[config.mk]
export PLATFORM = sky130hd
export DESIGN_NAME = air_quality_index_averager
export DESIGN_NICKNAME = d
export VERILOG_FILES = /design/src/rtl/aqia_pkg.sv /design/src/rtl/aqia_div.sv /design/src/rtl/aqia_datapath.sv /design/src/rtl/aqia_ctrl.sv /design/src/rtl/air_quality_index_averager.sv
export SDC_FILE = /design/constraint.sdc
export NUM_CORES = 2
export LEC_CHECK = 0
export ABC_AREA = 1
export ABC_CLOCK_PERIOD_IN_PS = 15300
export BUFFER_PORTS_ARGS = -buffer_cell sky130_fd_sc_hd__buf_2
export CELL_PAD_IN_SITES_DETAIL_PLACEMENT = 1
export CELL_PAD_IN_SITES_GLOBAL_PLACEMENT = 2
export CORE_UTILIZATION = 38
export CTS_CLUSTER_SIZE = 12
export DETAILED_ROUTE_END_ITERATION = 10
export GPL_ROUTABILITY_DRIVEN = 1
export PLACE_DENSITY_LB_ADDON = 0.08
export SYNTH_ARGS = -nofsm -noshare
export SYNTH_HDL_FRONTEND = slang
export SYNTH_SLANG_ARGS = --single-unit
[constraint.sdc]
create_clock -name clk -period 15.3 [get_ports clk]
set_clock_uncertainty 0.1 [all_clocks]
set_input_delay 1.53 -clock clk [delete_from_list [all_inputs] [get_ports clk]]
set_output_delay 1.53 -clock clk [all_outputs]
set_load 0.02 [all_outputs]
[src/rtl/aqia_pkg.sv]
// Shared types, constants and breakpoint tables of the air quality index averager.
// No dependencies; every other file of the block refers to this package by scoped names.
package aqia_pkg;

  localparam int SUM_W   = 21;
  localparam int DVD_W   = 26;
  localparam int DVS_W   = 17;
  localparam int CNT_W   = 5;
  localparam int IDX_W   = 13;
  localparam int ROW_W   = 3;
  localparam int MAX_ROWS = 8;
  localparam int TAB_ROWS = 6;
  localparam int NUM_CH  = 7;
  localparam int NUM_IDX = 5;

  // Channel order of the sums and averages.
  localparam logic [2:0] CH_PM1  = 3'd0;
  localparam logic [2:0] CH_PM25 = 3'd1;
  localparam logic [2:0] CH_PM4  = 3'd2;
  localparam logic [2:0] CH_PM10 = 3'd3;
  localparam logic [2:0] CH_VOC  = 3'd4;
  localparam logic [2:0] CH_TEMP = 3'd5;
  localparam logic [2:0] CH_HUM  = 3'd6;

  // Steps of the result sequence: seven averages, then five sub-indices.
  localparam logic [3:0] STEP_FIRST_IDX = 4'd7;
  localparam logic [3:0] STEP_LAST      = 4'd11;

  localparam logic [15:0] PM_LIMIT    = 16'd15000;
  localparam logic [15:0] HUM_LIMIT   = 16'd10000;
  localparam logic signed [15:0] TEMP_HI = 16'sd20000;
  localparam logic signed [15:0] TEMP_LO = -16'sd8000;

  localparam logic [4:0] WINDOW_RESET = 5'd2;
  localparam logic [IDX_W-1:0] INDEX_MAX = 13'd8191;

  localparam logic [2:0] CAT_GOOD      = 3'd0;
  localparam logic [2:0] CAT_MODERATE  = 3'd1;
  localparam logic [2:0] CAT_SENSITIVE = 3'd2;
  localparam logic [2:0] CAT_UNHEALTHY = 3'd3;
  localparam logic [2:0] CAT_VERY      = 3'd4;
  localparam logic [2:0] CAT_HAZARD    = 3'd5;

  typedef struct packed {
    logic [16:0] clo;
    logic [16:0] chi;
    logic [8:0]  ilo;
    logic [8:0]  ihi;
  } seg_t;

  localparam seg_t SEG_TAB [NUM_IDX][TAB_ROWS] = '{
    '{'{17'd0, 17'd80, 9'd0, 9'd50}, '{17'd81, 17'd254, 9'd51, 9'd100},
      '{17'd255, 17'd354, 9'd101, 9'd150}, '{17'd355, 17'd504, 9'd151, 9'd200},
      '{17'd505, 17'd754, 9'd201, 9'd300}, '{17'd755, 17'd5004, 9'd301, 9'd500}},
    '{'{17'd0, 17'd120, 9'd0, 9'd50}, '{17'd121, 17'd354, 9'd51, 9'd100},
      '{17'd355, 17'd554, 9'd101, 9'd150}, '{17'd555, 17'd1504, 9'd151, 9'd200},
      '{17'd1505, 17'd2504, 9'd201, 9'd300}, '{17'd2505, 17'd5004, 9'd301, 9'd500}},
    '{'{17'd0, 17'd350, 9'd0, 9'd50}, '{17'd351, 17'd754, 9'd51, 9'd100},
      '{17'd755, 17'd1254, 9'd101, 9'd150}, '{17'd1255, 17'd1754, 9'd151, 9'd200},
      '{17'd1755, 17'd2504, 9'd201, 9'd300}, '{17'd2505, 17'd5004, 9'd301, 9'd500}},
    '{'{17'd0, 17'd540, 9'd0, 9'd50}, '{17'd550, 17'd1540, 9'd51, 9'd100},
      '{17'd1550, 17'd2540, 9'd101, 9'd150}, '{17'd2550, 17'd3540, 9'd151, 9'd200},
      '{17'd3550, 17'd4240, 9'd201, 9'd300}, '{17'd4250, 17'd6040, 9'd301, 9'd500}},
    '{'{17'd0, 17'd3000, 9'd0, 9'd50}, '{17'd3000, 17'd5000, 9'd51, 9'd100},
      '{17'd5000, 17'd10000, 9'd101, 9'd150}, '{17'd10000, 17'd30000, 9'd151, 9'd200},
      '{17'd40000, 17'd50000, 9'd201, 9'd300}, '{17'd50000, 17'd100000, 9'd301, 9'd500}}
  };

  // Rows past the sixth repeat the last row of the table.
  function automatic seg_t seg_lookup(input logic [2:0] ch, input logic [ROW_W-1:0] row);
    logic [ROW_W-1:0] r;
    r = (row >= ROW_W'(TAB_ROWS)) ? ROW_W'(TAB_ROWS - 1) : row;
    return SEG_TAB[ch][r];
  endfunction

  typedef enum logic [2:0] {
    S_IDLE,
    S_DIV_LOAD,
    S_DIV_RUN,
    S_IDX_PREP,
    S_OUT
  } aqia_state_t;

  typedef struct packed {
    logic       accum;
    logic       div_start;
    logic       div_store;
    logic       idx_prep;
    logic       out_load;
    logic [3:0] step;
  } aqia_cmd_t;

  typedef struct packed {
    logic trigger;
    logic div_done;
    logic out_free;
  } aqia_sts_t;

endpackage

[src/rtl/aqia_div.sv]
// Radix-2 restoring divider, one quotient bit per cycle.
// Depends on aqia_pkg for operand widths.
module aqia_div (
  input  logic                       clk,
  input  logic                       rst_n,
  input  logic                       start,
  input  logic [aqia_pkg::DVD_W-1:0] dividend,
  input  logic [aqia_pkg::DVS_W-1:0] divisor,
  output logic                       done,
  output logic [aqia_pkg::DVD_W-1:0] quotient,
  output logic [aqia_pkg::DVS_W-1:0] remainder
);

  localparam int DVD_W = aqia_pkg::DVD_W;
  localparam int DVS_W = aqia_pkg::DVS_W;
  localparam int BIT_W = $clog2(DVD_W);

  logic [DVD_W-1:0] q_r, q_nxt;
  logic [DVS_W-1:0] rem_r, rem_nxt;
  logic [DVS_W-1:0] dvs_r;
  logic [BIT_W-1:0] bit_r, bit_nxt;
  logic             busy_r, busy_nxt;
  logic             done_r, done_nxt;
  logic [DVS_W:0]   rem_sh;
  logic [DVS_W:0]   trial;

  always_comb begin
    rem_sh   = {rem_r, q_r[DVD_W-1]};
    trial    = rem_sh - {1'b0, dvs_r};
    q_nxt    = q_r;
    rem_nxt  = rem_r;
    bit_nxt  = bit_r;
    busy_nxt = busy_r;
    done_nxt = 1'b0;
    if (start) begin
      q_nxt    = dividend;
      rem_nxt  = '0;
      bit_nxt  = '0;
      busy_nxt = 1'b1;
    end else if (busy_r) begin
      if (rem_sh >= {1'b0, dvs_r}) begin
        rem_nxt = trial[DVS_W-1:0];
        q_nxt   = {q_r[DVD_W-2:0], 1'b1};
      end else begin
        rem_nxt = rem_sh[DVS_W-1:0];
        q_nxt   = {q_r[DVD_W-2:0], 1'b0};
      end
      bit_nxt = bit_r + 1'b1;
      if (bit_r == BIT_W'(DVD_W - 1)) begin
        busy_nxt = 1'b0;
        done_nxt = 1'b1;
      end
    end
  end

  always_ff @(posedge clk) begin
    if (!rst_n) begin
      busy_r <= 1'b0;
      done_r <= 1'b0;
      bit_r  <= '0;
    end else begin
      busy_r <= busy_nxt;
      done_r <= done_nxt;
      bit_r  <= bit_nxt;
    end
  end

  always_ff @(posedge clk) begin
    q_r   <= q_nxt;
    rem_r <= rem_nxt;
    if (start) begin
      dvs_r <= divisor;
    end
  end

  assign done      = done_r;
  assign quotient  = q_r;
  assign remainder = rem_r;

endmodule

[src/rtl/aqia_datapath.sv]
// Datapath: window sums, plausibility check, averages, sub-index arithmetic and output registers.
// Depends on aqia_pkg and aqia_div.
module aqia_datapath #(
  parameter int NUM_SEGMENTS = 6
) (
  input  logic                      clk,
  input  logic                      rst_n,
  input  aqia_pkg::aqia_cmd_t       cmd,
  output aqia_pkg::aqia_sts_t       sts,
  input  logic                      cfg_wr_en,
  input  logic [4:0]                cfg_wr_data,
  input  logic [15:0]               in_pm1_raw,
  input  logic [15:0]               in_pm25_raw,
  input  logic [15:0]               in_pm4_raw,
  input  logic [15:0]               in_pm10_raw,
  input  logic [15:0]               in_humidity_raw,
  input  logic signed [15:0]        in_temperature_raw,
  input  logic [15:0]               in_voc_raw,
  input  logic                      out_ready,
  output logic                      out_valid,
  output logic [12:0]               out_index_pm1,
  output logic [12:0]               out_index_pm25,
  output logic [12:0]               out_index_pm4,
  output logic [12:0]               out_index_pm10,
  output logic [12:0]               out_index_voc,
  output logic [12:0]               out_overall_index,
  output logic [2:0]                out_category,
  output logic [15:0]               out_avg_pm25,
  output logic [15:0]               out_avg_pm10,
  output logic [15:0]               out_avg_voc,
  output logic signed [15:0]        out_avg_temperature,
  output logic [13:0]               out_avg_humidity
);

  localparam int SUM_W = aqia_pkg::SUM_W;
  localparam int DVD_W = aqia_pkg::DVD_W;
  localparam int DVS_W = aqia_pkg::DVS_W;
  localparam int IDX_W = aqia_pkg::IDX_W;
  localparam int ROW_W = aqia_pkg::ROW_W;
  localparam int ROWS_USED = (NUM_SEGMENTS > aqia_pkg::MAX_ROWS) ? aqia_pkg::MAX_ROWS :
                             (NUM_SEGMENTS < 1) ? 1 : NUM_SEGMENTS;

  logic [SUM_W-1:0] sum_r [aqia_pkg::NUM_CH];
  logic [4:0]       count_r;
  logic [4:0]       window_r;
  logic [15:0]      avg_r [aqia_pkg::NUM_CH];
  logic [IDX_W-1:0] idx_r [aqia_pkg::NUM_IDX];
  logic signed [27:0] num_r;
  logic [DVS_W-1:0] den_r;
  logic [8:0]       ilo_r;
  logic             neg_r;
  logic             out_valid_r;

  logic             plausible;
  logic [4:0]       count_inc;
  logic [SUM_W-1:0] add_val [aqia_pkg::NUM_CH];

  // Accumulation and plausibility.
  always_comb begin
    plausible = (in_pm1_raw <= aqia_pkg::PM_LIMIT) && (in_pm25_raw <= aqia_pkg::PM_LIMIT) &&
                (in_temperature_raw <= aqia_pkg::TEMP_HI) &&
                (in_temperature_raw >= aqia_pkg::TEMP_LO) &&
                (in_humidity_raw <= aqia_pkg::HUM_LIMIT);
    count_inc = count_r + 5'd1;
    add_val[aqia_pkg::CH_PM1]  = {5'b0, in_pm1_raw};
    add_val[aqia_pkg::CH_PM25] = {5'b0, in_pm25_raw};
    add_val[aqia_pkg::CH_PM4]  = {5'b0, in_pm4_raw};
    add_val[aqia_pkg::CH_PM10] = {5'b0, in_pm10_raw};
    add_val[aqia_pkg::CH_VOC]  = {5'b0, in_voc_raw};
    add_val[aqia_pkg::CH_TEMP] = {{5{in_temperature_raw[15]}}, in_temperature_raw};
    add_val[aqia_pkg::CH_HUM]  = {5'b0, in_humidity_raw};
  end

  assign sts.trigger = plausible && ((count_inc == 5'd0) || (count_inc >= window_r));

  // Divider operand selection.
  logic             avg_step;
  logic [2:0]       ch_sel;
  logic [2:0]       idx_sel;
  logic [SUM_W-1:0] sum_sel;
  logic             sum_neg;
  logic [SUM_W-1:0] sum_mag;
  logic [27:0]      num_mag;
  logic [DVD_W-1:0] dvd;
  logic [DVS_W-1:0] dvs;
  logic             dvd_neg;
  logic             div_done;
  logic [DVD_W-1:0] quo;
  logic [DVS_W-1:0] rem;

  always_comb begin
    avg_step = cmd.step < aqia_pkg::STEP_FIRST_IDX;
    ch_sel   = cmd.step[2:0];
    idx_sel  = 3'(cmd.step - aqia_pkg::STEP_FIRST_IDX);
    sum_sel  = sum_r[ch_sel];
    sum_neg  = (ch_sel == aqia_pkg::CH_TEMP) && sum_sel[SUM_W-1];
    sum_mag  = sum_neg ? (~sum_sel + 1'b1) : sum_sel;
    num_mag  = num_r[27] ? 28'(-num_r) : 28'(num_r);
    if (avg_step) begin
      dvd     = DVD_W'(sum_mag);
      dvs     = (count_r == 5'd0) ? DVS_W'(32) : DVS_W'(count_r);
      dvd_neg = sum_neg;
    end else begin
      dvd     = num_mag[DVD_W-1:0];
      dvs     = den_r;
      dvd_neg = num_r[27];
    end
  end

  aqia_div u_div (
    .clk       (clk),
    .rst_n     (rst_n),
    .start     (cmd.div_start),
    .dividend  (dvd),
    .divisor   (dvs),
    .done      (div_done),
    .quotient  (quo),
    .remainder (rem)
  );

  assign sts.div_done = div_done;

  // Segment search and numerator of the interpolation.
  logic [15:0]        c_val;
  logic [ROW_W-1:0]   row_k;
  aqia_pkg::seg_t     seg;
  logic signed [17:0] diff;
  logic signed [9:0]  span_i;
  logic signed [27:0] prod;
  logic [15:0]        span_c;

  always_comb begin
    c_val = avg_r[idx_sel];
    row_k = ROW_W'(ROWS_USED - 1);
    for (int r = aqia_pkg::MAX_ROWS - 1; r >= 0; r--) begin
      if (r < ROWS_USED &&
          {1'b0, c_val} <= aqia_pkg::seg_lookup(idx_sel, ROW_W'(r)).chi) begin
        row_k = ROW_W'(r);
      end
    end
    seg    = aqia_pkg::seg_lookup(idx_sel, row_k);
    // Every table segment has a positive width.
    span_c = 16'(seg.chi - seg.clo);
    diff   = $signed({2'b00, c_val}) - $signed({1'b0, seg.clo});
    span_i = $signed({1'b0, seg.ihi}) - $signed({1'b0, seg.ilo});
    prod   = diff * span_i;
  end

  // Result of a division step.
  logic [15:0]        avg_res;
  logic signed [27:0] q_signed;
  logic signed [27:0] idx_sum;
  logic [IDX_W-1:0]   idx_res;

  always_comb begin
    avg_res  = neg_r ? 16'(~quo[15:0] + 1'b1) : quo[15:0];
    // Floor division: a negative quotient with a remainder rounds down.
    q_signed = neg_r ? -($signed({2'b00, quo}) + $signed({27'b0, rem != '0}))
                     : $signed({2'b00, quo});
    idx_sum  = q_signed + $signed({19'b0, ilo_r});
    if (idx_sum < 0) begin
      idx_res = '0;
    end else if (idx_sum > $signed({15'b0, aqia_pkg::INDEX_MAX})) begin
      idx_res = aqia_pkg::INDEX_MAX;
    end else begin
      idx_res = idx_sum[IDX_W-1:0];
    end
  end

  // Overall maximum and band.
  logic [IDX_W-1:0] all_max;
  logic [2:0]       cat;

  always_comb begin
    all_max = idx_r[0];
    for (int i = 1; i < aqia_pkg::NUM_IDX; i++) begin
      if (idx_r[i] > all_max) begin
        all_max = idx_r[i];
      end
    end
    if (all_max <= 13'd50) begin
      cat = aqia_pkg::CAT_GOOD;
    end else if (all_max <= 13'd100) begin
      cat = aqia_pkg::CAT_MODERATE;
    end else if (all_max <= 13'd150) begin
      cat = aqia_pkg::CAT_SENSITIVE;
    end else if (all_max <= 13'd200) begin
      cat = aqia_pkg::CAT_UNHEALTHY;
    end else if (all_max <= 13'd300) begin
      cat = aqia_pkg::CAT_VERY;
    end else begin
      cat = aqia_pkg::CAT_HAZARD;
    end
  end

  assign sts.out_free = !out_valid_r || out_ready;

  // Control state of the datapath.
  always_ff @(posedge clk) begin
    if (!rst_n) begin
      window_r    <= aqia_pkg::WINDOW_RESET;
      count_r     <= '0;
      out_valid_r <= 1'b0;
      for (int i = 0; i < aqia_pkg::NUM_CH; i++) begin
        sum_r[i] <= '0;
      end
    end else begin
      if (cfg_wr_en) begin
        window_r <= cfg_wr_data;
      end
      if (cmd.accum && plausible) begin
        count_r <= count_inc;
        for (int i = 0; i < aqia_pkg::NUM_CH; i++) begin
          sum_r[i] <= sum_r[i] + add_val[i];
        end
      end else if (cmd.out_load) begin
        count_r <= '0;
        for (int i = 0; i < aqia_pkg::NUM_CH; i++) begin
          sum_r[i] <= '0;
        end
      end
      if (cmd.out_load) begin
        out_valid_r <= 1'b1;
      end else if (out_ready) begin
        out_valid_r <= 1'b0;
      end
    end
  end

  // Payload registers.
  always_ff @(posedge clk) begin
    if (cmd.div_start) begin
      neg_r <= dvd_neg;
    end
    if (cmd.div_store) begin
      if (avg_step) begin
        avg_r[ch_sel] <= avg_res;
      end else begin
        idx_r[idx_sel] <= idx_res;
      end
    end
    if (cmd.idx_prep) begin
      num_r <= (prod <<< 1) + $signed({12'b0, span_c});
      den_r <= {span_c, 1'b0};
      ilo_r <= seg.ilo;
    end
    if (cmd.out_load) begin
      out_index_pm1       <= idx_r[aqia_pkg::CH_PM1];
      out_index_pm25      <= idx_r[aqia_pkg::CH_PM25];
      out_index_pm4       <= idx_r[aqia_pkg::CH_PM4];
      out_index_pm10      <= idx_r[aqia_pkg::CH_PM10];
      out_index_voc       <= idx_r[aqia_pkg::CH_VOC];
      out_overall_index   <= all_max;
      out_category        <= cat;
      out_avg_pm25        <= avg_r[aqia_pkg::CH_PM25];
      out_avg_pm10        <= avg_r[aqia_pkg::CH_PM10];
      out_avg_voc         <= avg_r[aqia_pkg::CH_VOC];
      out_avg_temperature <= avg_r[aqia_pkg::CH_TEMP];
      out_avg_humidity    <= avg_r[aqia_pkg::CH_HUM][13:0];
    end
  end

  assign out_valid = out_valid_r;

endmodule

[src/rtl/aqia_ctrl.sv]
// Controller state machine: sequences accumulation, the twelve divisions and the result hand-off.
// Depends on aqia_pkg for the state, command and status types.
module aqia_ctrl (
  input  logic                clk,
  input  logic                rst_n,
  input  logic                in_valid,
  output logic                in_ready,
  input  aqia_pkg::aqia_sts_t sts,
  output aqia_pkg::aqia_cmd_t cmd
);

  aqia_pkg::aqia_state_t state_r, state_nxt;
  logic [3:0]            step_r, step_nxt;

  always_ff @(posedge clk) begin
    if (!rst_n) begin
      state_r <= aqia_pkg::S_IDLE;
      step_r  <= '0;
    end else begin
      state_r <= state_nxt;
      step_r  <= step_nxt;
    end
  end

  always_comb begin
    state_nxt     = state_r;
    step_nxt      = step_r;
    in_ready      = 1'b0;
    cmd           = '0;
    cmd.step      = step_r;
    unique case (state_r)
      aqia_pkg::S_IDLE: begin
        in_ready = 1'b1;
        if (in_valid) begin
          cmd.accum = 1'b1;
          if (sts.trigger) begin
            step_nxt  = '0;
            state_nxt = aqia_pkg::S_DIV_LOAD;
          end
        end
      end
      aqia_pkg::S_DIV_LOAD: begin
        cmd.div_start = 1'b1;
        state_nxt     = aqia_pkg::S_DIV_RUN;
      end
      aqia_pkg::S_DIV_RUN: begin
        if (sts.div_done) begin
          cmd.div_store = 1'b1;
          step_nxt      = step_r + 4'd1;
          if (step_r == aqia_pkg::STEP_LAST) begin
            state_nxt = aqia_pkg::S_OUT;
          end else if (step_r + 4'd1 >= aqia_pkg::STEP_FIRST_IDX) begin
            state_nxt = aqia_pkg::S_IDX_PREP;
          end else begin
            state_nxt = aqia_pkg::S_DIV_LOAD;
          end
        end
      end
      aqia_pkg::S_IDX_PREP: begin
        cmd.idx_prep = 1'b1;
        state_nxt    = aqia_pkg::S_DIV_LOAD;
      end
      aqia_pkg::S_OUT: begin
        if (sts.out_free) begin
          cmd.out_load = 1'b1;
          state_nxt    = aqia_pkg::S_IDLE;
        end
      end
      default: begin
        state_nxt = aqia_pkg::S_IDLE;
      end
    endcase
  end

endmodule

[src/rtl/air_quality_index_averager.sv]
// Top level of the air quality index averager: controller and datapath.
// Depends on aqia_pkg, aqia_ctrl, aqia_datapath and aqia_div.
//
//   Channel   Ports                      Direction  Handshake
//   input     in_valid / in_ready + 7    in         valid/ready, one sample per item
//   result    out_valid / out_ready + 12 out        valid/ready, one result per item
//   config    cfg_wr_en / cfg_wr_data    in         write strobe, window length
//
// A sample that does not close a window leaves the controller idle. A sample
// that closes a window starts a sequence of twelve divisions on one shared
// radix-2 divider, each with its load and hand-off: seven averages, then five
// sub-indices with a setup step each. in_ready is low from then until the
// result enters the free output register. The result then sits there, and new
// samples are accepted while it waits to be taken. rst_n is synchronous and
// clears the sums, the sample count, the state and the window length (to two).
module air_quality_index_averager #(
  parameter int NUM_SEGMENTS = 6
) (
  input  logic               clk,
  input  logic               rst_n,
  input  logic               cfg_wr_en,
  input  logic [4:0]         cfg_wr_data,
  input  logic               in_valid,
  output logic               in_ready,
  input  logic [15:0]        in_pm1_raw,
  input  logic [15:0]        in_pm25_raw,
  input  logic [15:0]        in_pm4_raw,
  input  logic [15:0]        in_pm10_raw,
  input  logic [15:0]        in_humidity_raw,
  input  logic signed [15:0] in_temperature_raw,
  input  logic [15:0]        in_voc_raw,
  output logic               out_valid,
  input  logic               out_ready,
  output logic [12:0]        out_index_pm1,
  output logic [12:0]        out_index_pm25,
  output logic [12:0]        out_index_pm4,
  output logic [12:0]        out_index_pm10,
  output logic [12:0]        out_index_voc,
  output logic [12:0]        out_overall_index,
  output logic [2:0]         out_category,
  output logic [15:0]        out_avg_pm25,
  output logic [15:0]        out_avg_pm10,
  output logic [15:0]        out_avg_voc,
  output logic signed [15:0] out_avg_temperature,
  output logic [13:0]        out_avg_humidity
);

  // The controller issues one command word per cycle; the datapath reports
  // whether an accepted sample closes the window, when the divider is done,
  // and whether the output register can take a new result.
  aqia_pkg::aqia_cmd_t cmd;
  aqia_pkg::aqia_sts_t sts;

  aqia_ctrl u_ctrl (
    .clk      (clk),
    .rst_n    (rst_n),
    .in_valid (in_valid),
    .in_ready (in_ready),
    .sts      (sts),
    .cmd      (cmd)
  );

  // The datapath holds the sums, the window register, the divider and the
  // output register with its valid flag.
  aqia_datapath #(
    .NUM_SEGMENTS (NUM_SEGMENTS)
  ) u_datapath (
    .clk                 (clk),
    .rst_n               (rst_n),
    .cmd                 (cmd),
    .sts                 (sts),
    .cfg_wr_en           (cfg_wr_en),
    .cfg_wr_data         (cfg_wr_data),
    .in_pm1_raw          (in_pm1_raw),
    .in_pm25_raw         (in_pm25_raw),
    .in_pm4_raw          (in_pm4_raw),
    .in_pm10_raw         (in_pm10_raw),
    .in_humidity_raw     (in_humidity_raw),
    .in_temperature_raw  (in_temperature_raw),
    .in_voc_raw          (in_voc_raw),
    .out_ready           (out_ready),
    .out_valid           (out_valid),
    .out_index_pm1       (out_index_pm1),
    .out_index_pm25      (out_index_pm25),
    .out_index_pm4       (out_index_pm4),
    .out_index_pm10      (out_index_pm10),
    .out_index_voc       (out_index_voc),
    .out_overall_index   (out_overall_index),
    .out_category        (out_category),
    .out_avg_pm25        (out_avg_pm25),
    .out_avg_pm10        (out_avg_pm10),
    .out_avg_voc         (out_avg_voc),
    .out_avg_temperature (out_avg_temperature),
    .out_avg_humidity    (out_avg_humidity)
  );

endmodule

==> run metrics <==
outcome complete, no violations; Psw 2.147 mW; minimum clock period 14080 ps; FFs w/ async S/R, synth 0%; RSZ-0062 raised after global routing false; fin util 43.33%; Synth cell types 74; HP Start u_datapath.avg_r[6][13]$_DFFE_PP_; number of synthesized flops with an enable pin 530; commonest non-fill, non-tap cells in the layout nand2_1, inv_1, edfxtp_1; initial antenna violation count 2; TritonCTS clock tree built; critical path capture point type flip-flop; Mapped Nets 6091; clock latency on the worst-skew pair 690 ps; drt drc 0; Pwr per Cell Area 115.6 mW/mm²; Hold Fails Final Rpt 0; dpl hpwl 127.2 mm; layout cell share with drive strength beyond 1 10.84%; CP required 15630 ps; setup slack, reg-to-reg 1220 ps; DR vias 39100; f_max 71.04 MHz; antenna viol nets, final 0; max cap viols 0; reg2reg start u_ctrl.step_r[1]$_SDFFE_PN0P_; CTS max path bufs 3; Rows 127; share of power burned in registers 37.9%; Die W 350.2 µm; fillcell total 14420; clock power share 32.5%; synthesized area per cell 8.480 µm²; Worst path top cell family by delay adder cells; relative slew slack 18.11%; CP arrival 14400 ps; max incr delay on CP 930 ps; largest net degree at the start of global routing 76; Worst-path clk slew 60 ps; DR iter-0 viols 2591; cell internal pwr 3.868 mW; fin. max-slew vios 0; Synth Register Bits 638; Peak VDD IR 110.5 µV; Synth Warn # 0; Netlist Area Pre-Place 0.04607 mm²; CP max-delay cell a221oi_1; total die area 0.1226 mm²; GR Overflow Total 0; RR Endpoint u_datapath.num_r[27]$_DFFE_PP_; register area 0.01808 mm²; first-pass GRT wire length 243.8 mm; Vias/cell 5.299; DR pass1 iterations 5; Setup violations, final 0; prevailing post-synth register cell edfxtp_1; final clock period utilization by the worst path 92.00%; # clock sinks 638; number of port buffers 282; vias in the first global route 39700; most frequent CP cell nand2_1; detailed-route wire length per cell 21.75 µm; Root Buffer Master clkbuf_16; CP bufs+invs 12; CP max FO 40; Synth Instances 5432; Final #Nets 6362; setup_tns 0 ps; reg2reg path depth 52; gr usage total 26.03%; RD Place Congestion 0.9111; IO Count 283; combinational group share of total power 29.7%; H-tree levels 3; footprint of the multi-input gates 0.02472 mm²; Worst Hold Path Cells 0; core box area 0.1201 mm²; Min-Delay Path Class reg2reg; final wirelength 160.5 mm; fraction of power spent switching nets 35.69%; Starting Density 38.35%; Slew @ Worst Pin 1215 ps; worst setup path class reg2reg; most common cell after layout, fill and taps aside nand2_1; die height 350.2 µm; Pleak 23.02 nW; area grow syn2layout 13.00%; CTS buffer count 80; sequential fraction of the synthesis area 39.24%; Antenna diodes 0; Hold EP out_avg_humidity[13]$_DFFE_PP_; Setup Fix Bufs, Post-CTS 0; CP Launch Type flip-flop
## how the worst max path moves through the flow
| stage | slack, ps | to | start | depth (start not counted) |
|---|---|---|---|---|
| 6_report | 1220 | u_datapath.num_r[27]$_DFFE_PP_ | u_ctrl.step_r[1]$_SDFFE_PN0P_ | 52 |
| 5_1_grt | 120 | u_datapath.num_r[27]$_DFFE_PP_ | u_ctrl.step_r[1]$_SDFFE_PN0P_ | 62 |
| 4_1_cts | 1200 | u_datapath.num_r[27]$_DFFE_PP_ | u_ctrl.step_r[1]$_SDFFE_PN0P_ | 59 |
| 3_5_place_dp | 1230 | u_datapath.num_r[27]$_DFFE_PP_ | u_ctrl.step_r[1]$_SDFFE_PN0P_ | 59 |
| 3_3_place_gp | 1540 | u_datapath.num_r[27]$_DFFE_PP_ | u_ctrl.step_r[1]$_SDFFE_PN0P_ | 47 |
| 2_1_floorplan | 3210 | u_datapath.num_r[27]$_DFFE_PP_ | u_ctrl.step_r[0]$_SDFFE_PN0P_ | 67 |
## flip-flops by register name (all words and copies together) (netlist names), 14 cells and up, named ones only
name and count:
u_datapath.avg_r 128, u_datapath.den_r 15, u_datapath.u_div.quotient 26, u_datapath.u_div.remainder 17
out_avg_humidity 14, out_avg_temperature 16, u_datapath.num_r 27, out_avg_pm25 16
u_datapath.sum_r 147, out_avg_pm10 16, out_avg_voc 16, u_datapath.u_div.dvs_r 17
u_datapath.idx_r 65
## what timing repair did
action / CTS / global route
setup endpoints to repair: 0 / 1
hold endpoints to repair: 0 / 0
hold buffers: 0 / 0
gates resized for setup: 0 / 2
## synthesized netlist by cell type (all sizes together) (4+ instances only)
| cell type | n | share of area, % |
|---|---|---|
| fa | 161 | 7.0 |
| or2 | 51 | 0.70 |
| inv | 725 | 5.9 |
| a211oi | 9 | 0.15 |
| a31oi | 23 | 0.31 |
| nand4 | 62 | 0.84 |
| dfxtp | 108 | 4.7 |
| clkinv | 8 | 0.065 |
| nor4 | 24 | 0.36 |
| a21oi | 435 | 4.8 |
| o21bai | 14 | 0.23 |
| o211ai | 29 | 0.47 |
| a221oi | 7 | 0.13 |
| o21a | 21 | 0.34 |
| xnor2 | 54 | 1.0 |
| o221ai | 5 | 0.095 |
| mux2i | 5 | 0.11 |
| nor3b | 14 | 0.24 |
| nand2 | 1141 | 9.5 |
| clkbuf | 98 | 0.80 |
| buf | 44 | 0.54 |
| a21o | 8 | 0.13 |
| o311ai | 4 | 0.076 |
| ha | 376 | 10 |
| a22oi | 13 | 0.21 |
| and2 | 4 | 0.054 |
| o2111ai | 7 | 0.13 |
| o22ai | 39 | 0.54 |
| o21ai | 375 | 4.1 |
| a32oi | 6 | 0.11 |
| edfxtp | 530 | 35 |
| o31ai | 6 | 0.098 |
| nor2 | 527 | 4.4 |
| nand3b | 13 | 0.21 |
| nor3 | 74 | 0.89 |
| nand3 | 250 | 2.8 |
| a21boi | 4 | 0.065 |
| a221o | 5 | 0.11 |
| xor2 | 136 | 2.7 |
## cell type report
class | count | share of cell area, %
inverter | 733 | 5.295
tap | 1612 | 3.875
timing repair buffer | 331 | 3.418
clock inverter | 45 | 1.058
multi-input combinational | 3919 | 47.49
clock buffer | 101 | 4.134
sequential | 638 | 34.73
## through the flow
step	instances	hold slack (ps)	setup WS [ps]	instance area (µm²)	total power [mW]
floorplan	5432	317.4	3212	46070	3.550
global placement	7233	324.3	1541	49320	4.073
detailed placement	7233	336.6	1232	49320	4.110
CTS	7379	339.5	1201	52030	6.080
global route	7379	361.7	118.3	52050	6.351
finish	7379	349.7	1224	52050	6.015
## routing by layer
metal  vias to the layer above  wire, µm  GRT usage, %
li1                      18850         -             -
met1                     19270     77260         37.27
met2                       821     73260         42.04
met3                       164      6781         2.773
met4                         0      3197         6.060
met5                         -         0             0
## logic make-up (layout without fill, tap and decap cells)
group           count (synthesis)  count (layout)  synth area share [%]
buf+inv                       875            1210                 7.325
flops                         638             638                 39.24
fa+ha+maj                     537             537                 17.21
compound gates               1022            1022                 12.31
simple gates                 2165            2165                 20.07
xor+xnor                      190             190                 3.735
mux                             5               5                0.1086
## power groups by stage
stage	clock network (mW)	logic, mW	registers, mW
2_1_floorplan	0	1.18	2.37
3_3_place_gp	0	1.76	2.31
3_5_place_dp	0	1.80	2.31
4_1_cts	1.99	1.81	2.28
5_1_grt	2.05	2.01	2.29
6_report	1.95	1.78	2.28
Power figures use the tool's default switching activity.
